## config.mk

```make
export PLATFORM = sky130hd
export DESIGN_NAME = xmodem_crc_packet_receiver_core
export DESIGN_NICKNAME = d
export VERILOG_FILES = /design/src/rtl/xcrc_pkg.sv /design/src/rtl/xcrc_ctrl.sv /design/src/rtl/xcrc_dp.sv /design/src/rtl/xmodem_crc_packet_receiver_core.sv
export SDC_FILE = /design/constraint.sdc
export NUM_CORES = 1
export LEC_CHECK = 0
export ABC_AREA = 0
export BUFFER_PORTS_ARGS = -buffer_cell sky130_fd_sc_hd__buf_2
export CELL_PAD_IN_SITES_DETAIL_PLACEMENT = 1
export CELL_PAD_IN_SITES_GLOBAL_PLACEMENT = 1
export CORE_MARGIN = 3
export CORE_UTILIZATION = 40
export DETAILED_ROUTE_END_ITERATION = 8
export PLACE_DENSITY = 0.6
export SETUP_SLACK_MARGIN = 0.05
export SLEW_MARGIN = 15
export SYNTH_ARGS = -nofsm -noshare
export SYNTH_HDL_FRONTEND = slang
export SYNTH_HIERARCHICAL = 1
export SYNTH_SLANG_ARGS = --single-unit
```

## constraint.sdc

```tcl
create_clock -name clk -period 15.7 [get_ports clk]
set_clock_uncertainty 0.15 [all_clocks]
set_input_delay 3.14 -clock clk [delete_from_list [all_inputs] [get_ports clk]]
set_output_delay 3.14 -clock clk [all_outputs]
set_load 0.05 [all_outputs]
```

## src/rtl/xcrc_pkg.sv

```systemverilog
// Package with the shared types, codes and CRC function of the XMODEM-CRC receiver.
`timescale 1ns / 1ps

package xcrc_pkg;

    localparam int PAYLOAD_BYTES_DEF = 128;

    localparam logic [7:0] CH_SOH = 8'd1;
    localparam logic [7:0] CH_EOT = 8'd4;
    localparam logic [7:0] CH_ACK = 8'd6;
    localparam logic [7:0] CH_NAK = 8'd21;
    localparam logic [7:0] CH_C   = 8'd67;

    localparam logic       KIND_START = 1'b0;
    localparam logic       KIND_BYTE  = 1'b1;

    localparam logic [1:0] OUT_REPLY = 2'd0;
    localparam logic [1:0] OUT_WORD  = 2'd1;
    localparam logic [1:0] OUT_ABORT = 2'd2;

    typedef struct packed {
        logic       item_kind;
        logic [7:0] rx_byte;
    } item_t;

    typedef struct packed {
        logic [1:0]  out_kind;
        logic [7:0]  reply_byte;
        logic [63:0] payload_word;
        logic        transfer_done;
        logic        last;
    } result_t;

    typedef enum logic [3:0] {
        PH_IDLE,
        PH_HEADER,
        PH_SEQ,
        PH_SEQC,
        PH_DATA,
        PH_CRCH,
        PH_CRCL,
        PH_PREP,
        PH_WORD,
        PH_ACK
    } phase_t;

    typedef struct packed {
        logic       start;
        logic       ld_seq;
        logic       ld_seqc;
        logic       data_byte;
        logic       ld_crch;
        logic       rd_start;
        logic       rd_next;
        logic       seq_inc;
        logic       out_load;
        logic [1:0] out_kind;
        logic [7:0] out_reply;
        logic       out_word;
        logic       out_done;
        logic       out_last;
    } cmd_t;

    typedef struct packed {
        logic last_byte;
        logic pkt_ok;
        logic rd_last;
        logic out_free;
    } stat_t;

    // CRC-16, polynomial 0x1021, MSB first, one byte per call.
    function automatic logic [15:0] crc_byte(input logic [15:0] crc, input logic [7:0] b);
        logic [15:0] c;
        begin
            c = {crc[7:0], crc[15:8]};
            c = c ^ {8'd0, b};
            c = c ^ {12'd0, c[7:4]};
            c = c ^ {c[3:0], 12'd0};
            c = c ^ {3'd0, c[7:0], 5'd0};
            crc_byte = c;
        end
    endfunction

endpackage

```

## src/rtl/xcrc_ctrl.sv

```systemverilog
// Controller state machine of the XMODEM-CRC receiver.
`timescale 1ns / 1ps

module xcrc_ctrl (
    input  logic                clk,
    input  logic                rst_n,
    input  logic                item_valid,
    output logic                item_ready,
    input  xcrc_pkg::item_t     item,
    input  xcrc_pkg::stat_t     stat,
    output xcrc_pkg::cmd_t      cmd
);

    xcrc_pkg::phase_t phase_reg;
    xcrc_pkg::phase_t phase_next;
    logic             accept;

    // Packet-end emission owns the output register, so no item is taken then.
    assign item_ready = !(phase_reg inside {xcrc_pkg::PH_PREP, xcrc_pkg::PH_WORD,
                                            xcrc_pkg::PH_ACK}) && stat.out_free;
    assign accept = item_valid && item_ready;

    always_ff @(posedge clk or negedge rst_n)
    begin
        if (!rst_n)
        begin
            phase_reg <= xcrc_pkg::PH_IDLE;
        end
        else
        begin
            phase_reg <= phase_next;
        end
    end

    always_comb
    begin
        phase_next = phase_reg;
        if (accept && item.item_kind == xcrc_pkg::KIND_START)
        begin
            phase_next = xcrc_pkg::PH_HEADER;
        end
        else
        begin
            case (phase_reg)
                xcrc_pkg::PH_IDLE:
                begin
                    phase_next = xcrc_pkg::PH_IDLE;
                end
                xcrc_pkg::PH_HEADER:
                begin
                    if (accept)
                    begin
                        if (item.rx_byte == xcrc_pkg::CH_SOH)
                        begin
                            phase_next = xcrc_pkg::PH_SEQ;
                        end
                        else
                        begin
                            phase_next = xcrc_pkg::PH_IDLE;
                        end
                    end
                end
                xcrc_pkg::PH_SEQ:
                begin
                    if (accept)
                    begin
                        phase_next = xcrc_pkg::PH_SEQC;
                    end
                end
                xcrc_pkg::PH_SEQC:
                begin
                    if (accept)
                    begin
                        phase_next = xcrc_pkg::PH_DATA;
                    end
                end
                xcrc_pkg::PH_DATA:
                begin
                    if (accept && stat.last_byte)
                    begin
                        phase_next = xcrc_pkg::PH_CRCH;
                    end
                end
                xcrc_pkg::PH_CRCH:
                begin
                    if (accept)
                    begin
                        phase_next = xcrc_pkg::PH_CRCL;
                    end
                end
                xcrc_pkg::PH_CRCL:
                begin
                    if (accept)
                    begin
                        phase_next = stat.pkt_ok ? xcrc_pkg::PH_PREP : xcrc_pkg::PH_HEADER;
                    end
                end
                xcrc_pkg::PH_PREP:
                begin
                    phase_next = xcrc_pkg::PH_WORD;
                end
                xcrc_pkg::PH_WORD:
                begin
                    if (stat.out_free)
                    begin
                        phase_next = stat.rd_last ? xcrc_pkg::PH_ACK : xcrc_pkg::PH_PREP;
                    end
                end
                xcrc_pkg::PH_ACK:
                begin
                    if (stat.out_free)
                    begin
                        phase_next = xcrc_pkg::PH_HEADER;
                    end
                end
                default:
                begin
                    phase_next = xcrc_pkg::PH_IDLE;
                end
            endcase
        end
    end

    always_comb
    begin
        cmd = '0;
        if (accept && item.item_kind == xcrc_pkg::KIND_START)
        begin
            cmd.start     = 1'b1;
            cmd.out_load  = 1'b1;
            cmd.out_kind  = xcrc_pkg::OUT_REPLY;
            cmd.out_reply = xcrc_pkg::CH_C;
            cmd.out_last  = 1'b1;
        end
        else
        begin
            case (phase_reg)
                xcrc_pkg::PH_HEADER:
                begin
                    if (accept && item.rx_byte == xcrc_pkg::CH_EOT)
                    begin
                        cmd.out_load  = 1'b1;
                        cmd.out_kind  = xcrc_pkg::OUT_REPLY;
                        cmd.out_reply = xcrc_pkg::CH_ACK;
                        cmd.out_done  = 1'b1;
                        cmd.out_last  = 1'b1;
                    end
                    else if (accept && item.rx_byte != xcrc_pkg::CH_SOH)
                    begin
                        cmd.out_load = 1'b1;
                        cmd.out_kind = xcrc_pkg::OUT_ABORT;
                        cmd.out_last = 1'b1;
                    end
                end
                xcrc_pkg::PH_SEQ:
                begin
                    cmd.ld_seq = accept;
                end
                xcrc_pkg::PH_SEQC:
                begin
                    cmd.ld_seqc = accept;
                end
                xcrc_pkg::PH_DATA:
                begin
                    cmd.data_byte = accept;
                end
                xcrc_pkg::PH_CRCH:
                begin
                    cmd.ld_crch = accept;
                end
                xcrc_pkg::PH_CRCL:
                begin
                    if (accept && stat.pkt_ok)
                    begin
                        cmd.rd_start = 1'b1;
                    end
                    else if (accept)
                    begin
                        cmd.out_load  = 1'b1;
                        cmd.out_kind  = xcrc_pkg::OUT_REPLY;
                        cmd.out_reply = xcrc_pkg::CH_NAK;
                        cmd.out_last  = 1'b1;
                    end
                end
                xcrc_pkg::PH_WORD:
                begin
                    if (stat.out_free)
                    begin
                        cmd.out_load = 1'b1;
                        cmd.out_kind = xcrc_pkg::OUT_WORD;
                        cmd.out_word = 1'b1;
                        cmd.rd_next  = 1'b1;
                    end
                end
                xcrc_pkg::PH_ACK:
                begin
                    if (stat.out_free)
                    begin
                        cmd.out_load  = 1'b1;
                        cmd.out_kind  = xcrc_pkg::OUT_REPLY;
                        cmd.out_reply = xcrc_pkg::CH_ACK;
                        cmd.out_last  = 1'b1;
                        cmd.seq_inc   = 1'b1;
                    end
                end
                default:
                begin
                    cmd = '0;
                end
            endcase
        end
    end

endmodule

```

## src/rtl/xcrc_dp.sv

```systemverilog
// Datapath of the XMODEM-CRC receiver: header registers, CRC, payload memory, output register.
`timescale 1ns / 1ps

module xcrc_dp #(
    parameter int PAYLOAD_BYTES = xcrc_pkg::PAYLOAD_BYTES_DEF
) (
    input  logic                clk,
    input  logic                rst_n,
    input  xcrc_pkg::item_t     item,
    input  xcrc_pkg::cmd_t      cmd,
    output xcrc_pkg::stat_t     stat,
    output logic                result_valid,
    input  logic                result_ready,
    output xcrc_pkg::result_t   result
);

    localparam int NWORDS = PAYLOAD_BYTES / 8;
    localparam int IW     = $clog2(PAYLOAD_BYTES);
    localparam int AW     = $clog2(NWORDS);

    logic [7:0]    expected_seq_reg;
    logic [7:0]    got_seq_reg;
    logic [7:0]    got_seqc_reg;
    logic [IW-1:0] byte_index_reg;
    logic [15:0]   crc_reg;
    logic [7:0]    crc_high_reg;
    logic [63:0]   asm_reg;
    logic [63:0]   asm_next;
    logic [AW-1:0] rd_addr_reg;
    logic [63:0]   rdata_reg;
    logic [63:0]   mem [NWORDS];
    logic          out_valid_reg;
    xcrc_pkg::result_t result_reg;
    logic [8:0]    seq_sum;

    // Each payload byte lands in its lane of the word being assembled.
    always_comb
    begin
        asm_next = asm_reg;
        asm_next[byte_index_reg[2:0]*8 +: 8] = item.rx_byte;
    end

    assign seq_sum = {1'b0, got_seq_reg} + {1'b0, got_seqc_reg};

    assign stat.last_byte = (byte_index_reg == IW'(PAYLOAD_BYTES - 1));
    assign stat.pkt_ok    = (seq_sum == 9'd255) && (got_seq_reg == expected_seq_reg)
                            && ({crc_high_reg, item.rx_byte} == crc_reg);
    assign stat.rd_last   = (rd_addr_reg == AW'(NWORDS - 1));
    assign stat.out_free  = !out_valid_reg || result_ready;

    always_ff @(posedge clk or negedge rst_n)
    begin
        if (!rst_n)
        begin
            expected_seq_reg <= 8'd1;
            got_seq_reg      <= 8'd0;
            got_seqc_reg     <= 8'd0;
            byte_index_reg   <= '0;
            crc_reg          <= 16'd0;
            crc_high_reg     <= 8'd0;
            rd_addr_reg      <= '0;
            out_valid_reg    <= 1'b0;
        end
        else
        begin
            if (cmd.start)
            begin
                expected_seq_reg <= 8'd1;
                got_seq_reg      <= 8'd0;
                got_seqc_reg     <= 8'd0;
                byte_index_reg   <= '0;
                crc_reg          <= 16'd0;
                crc_high_reg     <= 8'd0;
            end
            else if (cmd.seq_inc)
            begin
                expected_seq_reg <= expected_seq_reg + 8'd1;
            end
            if (cmd.ld_seq)
            begin
                got_seq_reg <= item.rx_byte;
            end
            if (cmd.ld_seqc)
            begin
                got_seqc_reg   <= item.rx_byte;
                byte_index_reg <= '0;
                crc_reg        <= 16'd0;
            end
            if (cmd.data_byte)
            begin
                crc_reg        <= xcrc_pkg::crc_byte(crc_reg, item.rx_byte);
                byte_index_reg <= stat.last_byte ? '0 : byte_index_reg + IW'(1);
            end
            if (cmd.ld_crch)
            begin
                crc_high_reg <= item.rx_byte;
            end
            if (cmd.rd_start)
            begin
                rd_addr_reg <= '0;
            end
            else if (cmd.rd_next)
            begin
                rd_addr_reg <= rd_addr_reg + AW'(1);
            end
            if (cmd.out_load)
            begin
                out_valid_reg <= 1'b1;
            end
            else if (result_ready)
            begin
                out_valid_reg <= 1'b0;
            end
        end
    end

    always_ff @(posedge clk)
    begin
        if (cmd.data_byte)
        begin
            asm_reg <= asm_next;
        end
        if (cmd.out_load)
        begin
            result_reg.out_kind      <= cmd.out_kind;
            result_reg.reply_byte    <= cmd.out_reply;
            result_reg.payload_word  <= cmd.out_word ? rdata_reg : 64'd0;
            result_reg.transfer_done <= cmd.out_done;
            result_reg.last          <= cmd.out_last;
        end
    end

    // Payload store: a full word is written when its eighth byte arrives.
    always_ff @(posedge clk)
    begin
        if (cmd.data_byte && byte_index_reg[2:0] == 3'd7)
        begin
            mem[byte_index_reg[IW-1:3]] <= asm_next;
        end
        rdata_reg <= mem[rd_addr_reg];
    end

    assign result_valid = out_valid_reg;
    assign result       = result_reg;

endmodule

```

## src/rtl/xmodem_crc_packet_receiver_core.sv

```systemverilog
// A reply or abort is offered in the cycle after the item that causes it is accepted.
// One byte is taken per cycle while the output register is free and no packet end is being
// emitted. A good packet then offers each payload word through a memory-read state (PREP)
// and an output-load state (WORD), then the ACK; a blocked output holds them, and no input is taken.
// Reset clears the state machine to idle and the sequence to 1; payload memory is not cleared.
// Top level of the XMODEM-CRC packet receiver.
`timescale 1ns / 1ps

module xmodem_crc_packet_receiver_core #(
    parameter int PAYLOAD_BYTES = xcrc_pkg::PAYLOAD_BYTES_DEF
) (
    input  logic                clk,
    input  logic                rst_n,
    input  logic                item_valid,
    output logic                item_ready,
    input  xcrc_pkg::item_t     item,
    output logic                result_valid,
    input  logic                result_ready,
    output xcrc_pkg::result_t   result
);

    xcrc_pkg::cmd_t  cmd;
    xcrc_pkg::stat_t stat;

    xcrc_ctrl u_ctrl (
        .clk        (clk),
        .rst_n      (rst_n),
        .item_valid (item_valid),
        .item_ready (item_ready),
        .item       (item),
        .stat       (stat),
        .cmd        (cmd)
    );

    xcrc_dp #(
        .PAYLOAD_BYTES (PAYLOAD_BYTES)
    ) u_dp (
        .clk          (clk),
        .rst_n        (rst_n),
        .item         (item),
        .cmd          (cmd),
        .stat         (stat),
        .result_valid (result_valid),
        .result_ready (result_ready),
        .result       (result)
    );

`ifndef SYNTHESIS
    a_ready_needs_room: assert property (@(posedge clk) disable iff (!rst_n)
        item_ready |-> (!result_valid || result_ready))
        else $error("item taken while output register is blocked");

    a_word_not_last: assert property (@(posedge clk) disable iff (!rst_n)
        (result_valid && result.out_kind == xcrc_pkg::OUT_WORD) |-> !result.last)
        else $error("payload word marked as last result");

    a_done_is_ack: assert property (@(posedge clk) disable iff (!rst_n)
        (result_valid && result.transfer_done) |->
        (result.reply_byte == xcrc_pkg::CH_ACK && result.last))
        else $error("transfer done on a result other than the final ACK");

    a_start_replies: assert property (@(posedge clk) disable iff (!rst_n)
        (item_valid && item_ready && item.item_kind == xcrc_pkg::KIND_START) |=>
        (result_valid && result.reply_byte == xcrc_pkg::CH_C))
        else $error("start transaction did not produce the C reply");
`endif

endmodule
```

Yosys cells after proc, flatten, opt, wreduce, memory -nomap -nowiden
Memories as Yosys holds them, arrays and structs flattened. A register that Yosys moved wholly into a read port is not among the register bits.
Cells that the tools add are included.
{"block": "classes", "add_sub_neg": 5, "eq_ne": 26, "n_shift": 2, "muxes": 62, "n_bitwise": 6, "reduce_logical": 23}
{"operator": "bitwise mux 64 bit", "count": 1}
{"operator": "variable shift 8 x 34 -> 64 bit, first input constant", "count": 1}
{"operator": "variable part select 8 x 34 -> 64 bit", "count": 1}
{"operator": "2-to-1 mux 16 bit", "count": 3}
{"operator": "2-to-1 mux 4 bit", "count": 12}
{"operator": "2-to-1 mux 8 bit", "count": 6}
{"operator": "case mux 4 bit (9 select lines)", "count": 1}
{"operator": "2-to-1 mux 7 bit", "count": 5}
{"operator": "negation 6 -> 34 bit", "count": 1}
{"operator": "2-to-1 mux 11 bit", "count": 3}
{"operator": "case mux 8 bit (3 select lines)", "count": 1}
{"operator": "2-to-1 mux 1 bit", "count": 20}
{"operator": "inequality test 3 x 1 -> 1 bit, second input constant", "count": 6}
{"operator": "== test 16 bit", "count": 1}
{"operator": "== test 4 x 3 -> 1 bit, second input constant", "count": 4}
{"operator": "bitwise XOR 16 x 13 -> 16 bit", "count": 1}
{"operator": "bitwise XOR 16 bit", "count": 1}
{"operator": "bitwise XOR 16 x 4 -> 16 bit", "count": 1}
{"operator": "bitwise XOR 16 x 8 -> 16 bit", "count": 1}
{"operator": "2-to-1 mux 3 bit", "count": 5}
{"operator": "== test 4 bit, second input constant", "count": 3}
{"operator": "2-to-1 mux 12 bit", "count": 1}
{"operator": "case mux 3 bit (4 select lines)", "count": 1}
{"operator": "nonzero test 2 bit", "count": 6}
{"operator": "23 further kinds", "count": 38}
{"block": "word_totals", "register_bits": 204, "ramBits": 1024, "out_inout_bits": 78, "word_cells": 140, "n_memories": 1}
{"memory": "u_dp.mem", "words": 16, "width": 64, "rd": 1, "rd_clocked_by_memory_dff": 1, "write_ports": 1, "line_no": "xcrc_dp.sv:31", "source": "logic [63:0] mem [NWORDS];"}

Longest topological paths before layout
Gate-level depths: netlist of run 1.
{"block": "depth", "ltp_word": 12, "mapped_depth": 14}

By module
Netlist of run 1, hierarchy kept.
{"module": "xcrc_dp", "instances": 1, "cells_each": 2187, "area_each_um2": 48540.3}
{"module": "xcrc_ctrl", "instances": 1, "cells_each": 101, "area_each_um2": 714.4}

Least setup slack after synthesis of run 1
No wires, ideal clock.
{"block": "synth_timing", "path_kind": "input to register", "start": "input port result_ready", "end": "memory u_dp.mem[0][0] (enable)", "setup_ns": 0.565, "arrival_time_ns": 13.671, "required_ns": 14.985, "path_slack_ns": 1.314, "cell_stages": 9, "n_path_buf": 1, "cell_sequence": "nand2b_1 -> nand2_1 -> nor3_1 -> nand3_1 -> nor3_1 -> clkbuf_1 -> nand2_1 -> or3_1 -> nor3_1"}
{"item": "start, declared", "line_no": "xmodem_crc_packet_receiver_core.sv:18", "source": "input logic result_ready,"}
{"item": "end, declared", "line_no": "xcrc_dp.sv:31"}

==> impl_summary.txt, run 1 <==
----------------------------------------------------
[Status]
  Status ... finished, final reports clean

[Synthesis]
  Number of enable flip-flop cells after synthesis ... 1,164
  Count of warnings emitted by yosys ... 6
  Sequential share of the synthesized area ... 0.768
  Ranking of synthesized cells by area ... edfxtp_1, mux4_2, dfrtp_1
  Top-count cell post-synth ... edfxtp_1
  Post-synth design cell area ... 49,300 µm²
  Top cell types by occurrence after synthesis ... edfxtp_1, mux4_2, nand2_1
  Cell taking the most area after synthesis ... edfxtp_1
  Primary FF master, synth ... edfxtp_1
  Fraction of registers with async set/reset ... 0.0495
  Cells after Synth ... 2,288
  Share of the synthesized area in the top cell type ... 0.710
  Flop and latch count out of synthesis ... 1,292
  Distinct cell type count after synthesis ... 65
  Mean instance size in the synthesized netlist ... 21.5 µm²

[Clock tree]
  Setup Fix Bufs, Post-CTS ... 0
  Source-to-sink clock delay at the later pin of the worst-skew pair ... 740 ps
  CTS HTree Levels ... 4
  CTS resizes ... 0
  CTS Sinks ... 1,292
  Cell chosen for the clock root ... clkbuf_16
  CTS Buffer Depth ... 3
  Clock-pin slew of the registers on the worst-case setup and hold paths ... 60 ps
  Clock tree from TritonCTS ... yes
  Number of buffers created by CTS ... 139
  Post-CTS Hold Fix Bufs ... 0

[STA]
  Count of final setup violators ... 0
  Worst hold margin ... 341 ps
  Maximum clock frequency ... 0.135 GHz
  Worst-margin pin slew ... 1090 ps
  Final Hold Vio Count ... 0
  Minimum clock period ... 7380 ps
  RSZ-0062 raised after global routing ... no
  Normalized max-slew margin ... 0.269
  Final Max Slew Viols ... 0
  Post-route setup TNS ... 0 ps
  Post-layout worst setup margin ... 8320 ps
  Fin crit share ... 0.470

[Finish]
  Net total in the final layout ... 2,513
  Proportion of layout cells with a drive suffix above 1 ... 0.286
  Number of fill cells ... 11,100
  Storage cell area ... 37,900 µm²
  Area Overhead vs Synth ... 14.6%
  Post-route design area ... 56,500 µm²
  Max FFs per register ... 1,024
  Footprint of the multi-input gates ... 10,800 µm²

[Route]
  Avg WL per Cell ... 26.6 µm
  Via density ... 5.38
  Final antenna-violating net count ... 0
  Aggregate routed wire length ... 112,000 µm
  Detailed-routing iteration count for the pre-antenna-repair pass ... 5
  Iteration-0 DRC count of the detailed router ... 1,628
  Residual DRC count ... 0
  Number of vias in the routed layout ... 22,700

[Floorplan]
  Floorplan row count ... 128
  Die footprint ... 127,000 µm²
  Number of ports placed on the die boundary ... 91
  Effective utilization at floorplan ... 0.404
  Die boundary height ... 357 µm
  Core region area ... 122,000 µm²
  Die X-Extent ... 357 µm

[Worst setup path]
  Worst Path Max Fanout ... 76
  Series of cell instances along the critical path ... buf_2, nand2b_1, nand2_1, nor3_1, nand3_1, nor3_2, buf_4, nand4_1, nor2_4, buf_4
  Largest delay share family, worst path ... simple AND/OR/NAND/NOR gates
  Crit. End Element ... flop
  Arrival time at the worst endpoint ... 7590 ps
  CP Buf/Inv Count ... 3
  CP Depth ... 10
  Number of cells on the worst reg-to-reg path ... 8
  Critical Path Max Stage Delay ... 990 ps
  Worst path required time ... 15,900 ps
  Slowest library cell on the worst path ... nor2_4
  Kind of critical path ... in -> reg
  Most repeated library cell on the critical path ... buf_4
  Startpoint type of the worst setup path ... input pin

[Power]
  Static leakage ... 15.3 nW
  Power per standard cell area ... 126 nW/µm²
  Maximum vdd drop ... 0.0986 mV

[Hold path]
  Worst hold path depth ... 1
  Class of the worst hold path ... reg -> reg

[Place]
  Detailed placement HPWL ... 63,200 µm
  Input/output buffers ... 90
  Post-Place Worst Slack ... 7470 ps
  DP Area ... 51,800 µm²
  Last weighted congestion value of the routability-driven placer ... 0.799

[GRT]
  Overall track demand over capacity in global routing ... 0.180
  Wire length of the first global-routing pass ... 168,000 µm
  Via count of the first global-routing pass ... 25,000
  GRT overflow ... 0
  Largest net degree at the start of global routing ... 150
  Number of antenna violations at the first check in global routing ... 3

[Flow run]
  Number of maximum-capacitance constraint violations ... 0

----------------------------------------------------
per-layer routing:
metal / track usage / up-vias / routed length (µm)
met2: 0.300 / 525 / 56200
met4: 0.0551 / 0 / 2770
met3: 0.0288 / 165 / 4790
met5: 0 / - / 0
li1: - / 9772 / -
met1: 0.244 / 12300 / 48700
power breakdown:
part	switching (W)	internal [W]
clock network	0.00134	0.00193
logic	0.0000797	0.0000184
registers	0.00000472	0.00372
total	0.00142	0.00567
cells in the final DEF, fill, tap and decap left out, types with 15 or more instances in the layout:
cell / netlist / final
mux4_2: 316 / 316
mux2_2: 17 / 17
xnor2_1: 27 / 27
buf_2: 14 / 90
clkbuf_1: 58 / 41
edfxtp_1: 1164 / 1164
nand2_1: 106 / 106
o21ai_0: 73 / 65
ha_1: 17 / 17
clkinv_1: 0 / 15
clkbuf_16: 0 / 144
and2_1: 65 / 65
nor2_1: 43 / 31
a22o_1: 30 / 30
xor2_1: 35 / 35
dfxtp_1: 64 / 64
buf_4: 7 / 80
dfrtp_1: 63 / 59
clkinv_2: 0 / 20
cell families after synthesis:
| group | synth area share |
|---|---|
| muxes | 0.151 |
| adders and majority gates | 0.00472 |
| other | 0.0000761 |
| buffers and inverters | 0.0152 |
| AOI/OAI and AO/OA | 0.0179 |
| DFF | 0.768 |
| and+or+nand+nor | 0.0315 |
| xor gates and xnor gates | 0.0110 |
worst reg2reg max path: cells and delay by family (launching register included):
kind	cells	cell delay, ps
buffers and inverters	2	1540
DFF	1	640
and+or+nand+nor	6	2830
final cells by class:
type,count,share of cell area
Clock inverter,61,0.0124
Timing Repair Buffer,172,0.0193
Antenna cell,3,0.000133
Sequential cell,1292,0.670
Clock buffer,196,0.0692
Inverter,10,0.000665
Multi-Input combinational cell,867,0.192
Tap cell,1625,0.0360
metrics by stage:
stage,cells,utilization,total power [W]
floorplan,2290,-,0.00386
global placement,3966,0.425,0.00389
detailed placement,3966,0.425,0.00389
CTS,4223,0.463,0.00718
global route,4223,0.463,0.00733
finish,4226,0.463,0.00709
path summary, 6_finish.rpt:
check                               startpoint             endpoint  slack [ps]
max in group asynchronous                rst_n  u_dp/rd_addr_reg[3]       12350
setup reg to reg           u_ctrl/phase_reg[1]       u_dp/mem[7][4]       10130
hold reg to reg             u_dp/rdata_reg[51]      u_dp/result[53]         340
setup / recovery                  result_ready       u_dp/mem[7][4]        8320
hold / removal              u_dp/rdata_reg[51]      u_dp/result[53]         340
min in group asynchronous                rst_n    u_dp/result_valid        2430
Note: power is estimated with default switching activity, not from simulation.
==> run 2, diff against run 1 <==
- ABC_AREA: 0 -> 1
- PLACE_DENSITY: 0.6 -> 0.63
- clock period: 15.7 -> 6.9 ns (I/O delays scaled with it)
==> run 2 against run 1 <==
  * Power rose to 3.2 times the previous value
  * Area after synthesis is 2.5% higher
  * Non-clock buffer count is 22 lower
  * Wire length up 28%
  * Flip-flop and latch count stayed put
  * Die area is 2.5% higher
  * Largest cell class unchanged
  * Largest power group unchanged
==> impl_summary.txt, run 2 <==
----------------------------------------------------
[Status]
  Status ... finished, final reports clean

[Place]
  Detailed placement HPWL ... 81,800 µm
  Last weighted congestion value of the routability-driven placer ... 0.821
  Input/output buffers ... 90
  Post-Place Worst Slack ... 1930 ps
  DP Area ... 52,800 µm²
  Number of instances in the placed design ... 5,439

[GRT]
  Number of antenna violations at the first check in global routing ... 8
  Via count of the first global-routing pass ... 32,500
  Largest net degree at the start of global routing ... 190
  Overall track demand over capacity in global routing ... 0.219
  GRT overflow ... 0
  Wire length of the first global-routing pass ... 215,000 µm

[STA]
  Final Hold Vio Count ... 0
  Minimum clock period ... 4130 ps
  Normalized max-slew margin ... 0.279
  Final Max Slew Viols ... 0
  RSZ-0062 raised after global routing ... no
  Fin crit share ... 0.599
  Post-route setup TNS ... 0 ps
  Count of final setup violators ... 0
  Post-layout worst setup margin ... 2770 ps
  Maximum clock frequency ... 0.242 GHz
  Worst-margin pin slew ... 1080 ps

[Power]
  Maximum vdd drop ... 0.309 mV
  Power per standard cell area ... 401 nW/µm²
  Static leakage ... 19.5 nW

[Floorplan]
  Core region area ... 124,000 µm²
  Effective utilization at floorplan ... 0.406
  Number of ports placed on the die boundary ... 91
  Floorplan row count ... 129
  Die boundary height ... 361 µm
  Die footprint ... 131,000 µm²
  Die X-Extent ... 361 µm

[Synthesis]
  Cell taking the most area after synthesis ... edfxtp_1
  Flop and latch count out of synthesis ... 1,292
  Post-synth design cell area ... 50,500 µm²
  Count of warnings emitted by yosys ... 6
  Primary FF master, synth ... edfxtp_1
  Top-count cell post-synth ... edfxtp_1
  Number of enable flip-flop cells after synthesis ... 1,164
  Distinct cell type count after synthesis ... 46
  Cells after Synth ... 3,876
  Fraction of registers with async set/reset ... 0.0495
  Share of the synthesized area in the top cell type ... 0.692
  Top cell types by occurrence after synthesis ... edfxtp_1, nor2_1, o21ai_0
  Mean instance size in the synthesized netlist ... 13.0 µm²
  Ranking of synthesized cells by area ... edfxtp_1, o21ai_0, nor2_1
  Sequential share of the synthesized area ... 0.749

[Clock tree]
  Number of buffers created by CTS ... 141
  CTS Sinks ... 1,292
  Source-to-sink clock delay at the later pin of the worst-skew pair ... 760 ps
  CTS HTree Levels ... 4
  Clock-pin slew of the registers on the worst-case setup and hold paths ... 60 ps
  CTS resizes ... 0
  Post-CTS Hold Fix Bufs ... 0
  Cell chosen for the clock root ... clkbuf_16
  Setup Fix Bufs, Post-CTS ... 0
  CTS Buffer Depth ... 3
  Clock tree from TritonCTS ... yes

[Route]
  Aggregate routed wire length ... 144,000 µm
  Iteration-0 DRC count of the detailed router ... 2,838
  Via density ... 5.57
  Residual DRC count ... 0
  Number of vias in the routed layout ... 31,700
  Avg WL per Cell ... 25.2 µm
  Final antenna-violating net count ... 0
  Detailed-routing iteration count for the pre-antenna-repair pass ... 7

[Worst setup path]
  Arrival time at the worst endpoint ... 4400 ps
  Critical Path Max Stage Delay ... 910 ps
  Crit. End Element ... flop
  Origin of the worst setup path ... result_ready
  Most repeated library cell on the critical path ... nand2_1
  Largest delay share family, worst path ... simple AND/OR/NAND/NOR gates
  Series of cell instances along the critical path ... buf_2, inv_1, nand2_1, nand4_4, inv_2, nand2_1, nor3_4, nand2_1, inv_1, nand3_1, nor2_4, buf_4
  CP Buf/Inv Count ... 5
  Launching point of the worst reg2reg path ... u_dp/got_seq_reg[2]
  Worst Path Max Fanout ... 26
  Worst path required time ... 7170 ps
  Slowest library cell on the worst path ... nor2_4
  Kind of critical path ... in -> reg
  Startpoint type of the worst setup path ... input pin

[Finish]
  Most common cell after layout, fill and taps aside ... edfxtp_1
  Net total in the final layout ... 3,976
  Final standard cell utilization of the core ... 0.462
  Final instance count without filler cells ... 5,696
  Antenna cell count ... 0
  Max FFs per register ... 1,024
  Area Overhead vs Synth ... 13.8%
  Post-route design area ... 57,500 µm²
  Most frequent cells in the layout ... edfxtp_1, nor2_1, o21ai_0
  Proportion of layout cells with a drive suffix above 1 ... 0.116

[Hold path]
  Class of the worst hold path ... reg -> reg
  Startpoint of the most critical hold path ... u_dp/rdata_reg[9]

[Flow run]
  Number of maximum-capacitance constraint violations ... 0

----------------------------------------------------
run 2: cell type report:
class / instances / area, µm²
inverter: 172 / 662
tap: 1637 / 2050
multi-input combinational: 2188 / 11200
clock buffer: 197 / 4080
clock inverter: 60 / 589
sequential: 1292 / 37800
timing repair buffer: 150 / 1080
fill: 12600 / 67000
run 2: worst paths after layout:
check                                      endpoint  slack, ps  cells past startpoint
max reg2reg                         u_dp/result[26]       2850                     17
min reg2reg                         u_dp/result[11]        340                      2
max in group asynchronous       u_dp/rd_addr_reg[1]       5220                      2
min in group asynchronous  u_dp/expected_seq_reg[5]        690                      2
max                                 u_dp/mem[1][45]       2770                     12
min                                 u_dp/result[11]        340                      2
run 2: through the flow:
stage	total power (W)	hold slack, ps
finish	0.0230	336
global route	0.0242	364
CTS	0.0233	339
detailed placement	0.0156	325
global placement	0.0156	322
floorplan	0.0136	304
run 2: worst reg2reg max path, stage by stage (launching register included):
cell,delay (ps)
dfrtp_1,400
ha_1,380
nand2_1,110
nor2_1,50
nor2_1,220
inv_1,100
nand2_1,70
nand2_1,60
or2_2,270
nand3_1,80
nor2_1,80
nor2_1,140
nand2_2,90
nand2_1,80
a21oi_2,50
nand3b_1,90
buf_4,450
buf_4,630
run 2: routing by layer:
layer / track usage / share of wire / vias to the layer above
met4: 0.0602 / 0.023 / 2
met1: 0.305 / 0.45 / 16500
met2: 0.359 / 0.48 / 781
met3: 0.0326 / 0.048 / 202
met5: 0 / 0.000049 / -
li1: - / - / 14300
run 2: cells by family (layout without fill, tap and decap cells):
| family | count (synthesis) | in the layout | share of synthesized area |
|---|---|---|---|
| buffers and inverters | 398 | 579 | 0.0326 |
| AOI/OAI and AO/OA | 890 | 890 | 0.102 |
| adders and majority gates | 18 | 18 | 0.00461 |
| xor gates and xnor gates | 17 | 17 | 0.00295 |
| DFF | 1292 | 1292 | 0.749 |
| muxes | 48 | 48 | 0.0107 |
| other | 1 | 3 | 0.0000743 |
| and+or+nand+nor | 1212 | 1212 | 0.0977 |
run 2: report_power, final:
| group | internal, W | switching, W |
|---|---|---|
| logic | 0.00134 | 0.00431 |
| registers | 0.00948 | 0.000327 |
| clock network | 0.00452 | 0.00305 |
| total | 0.0153 | 0.00769 |
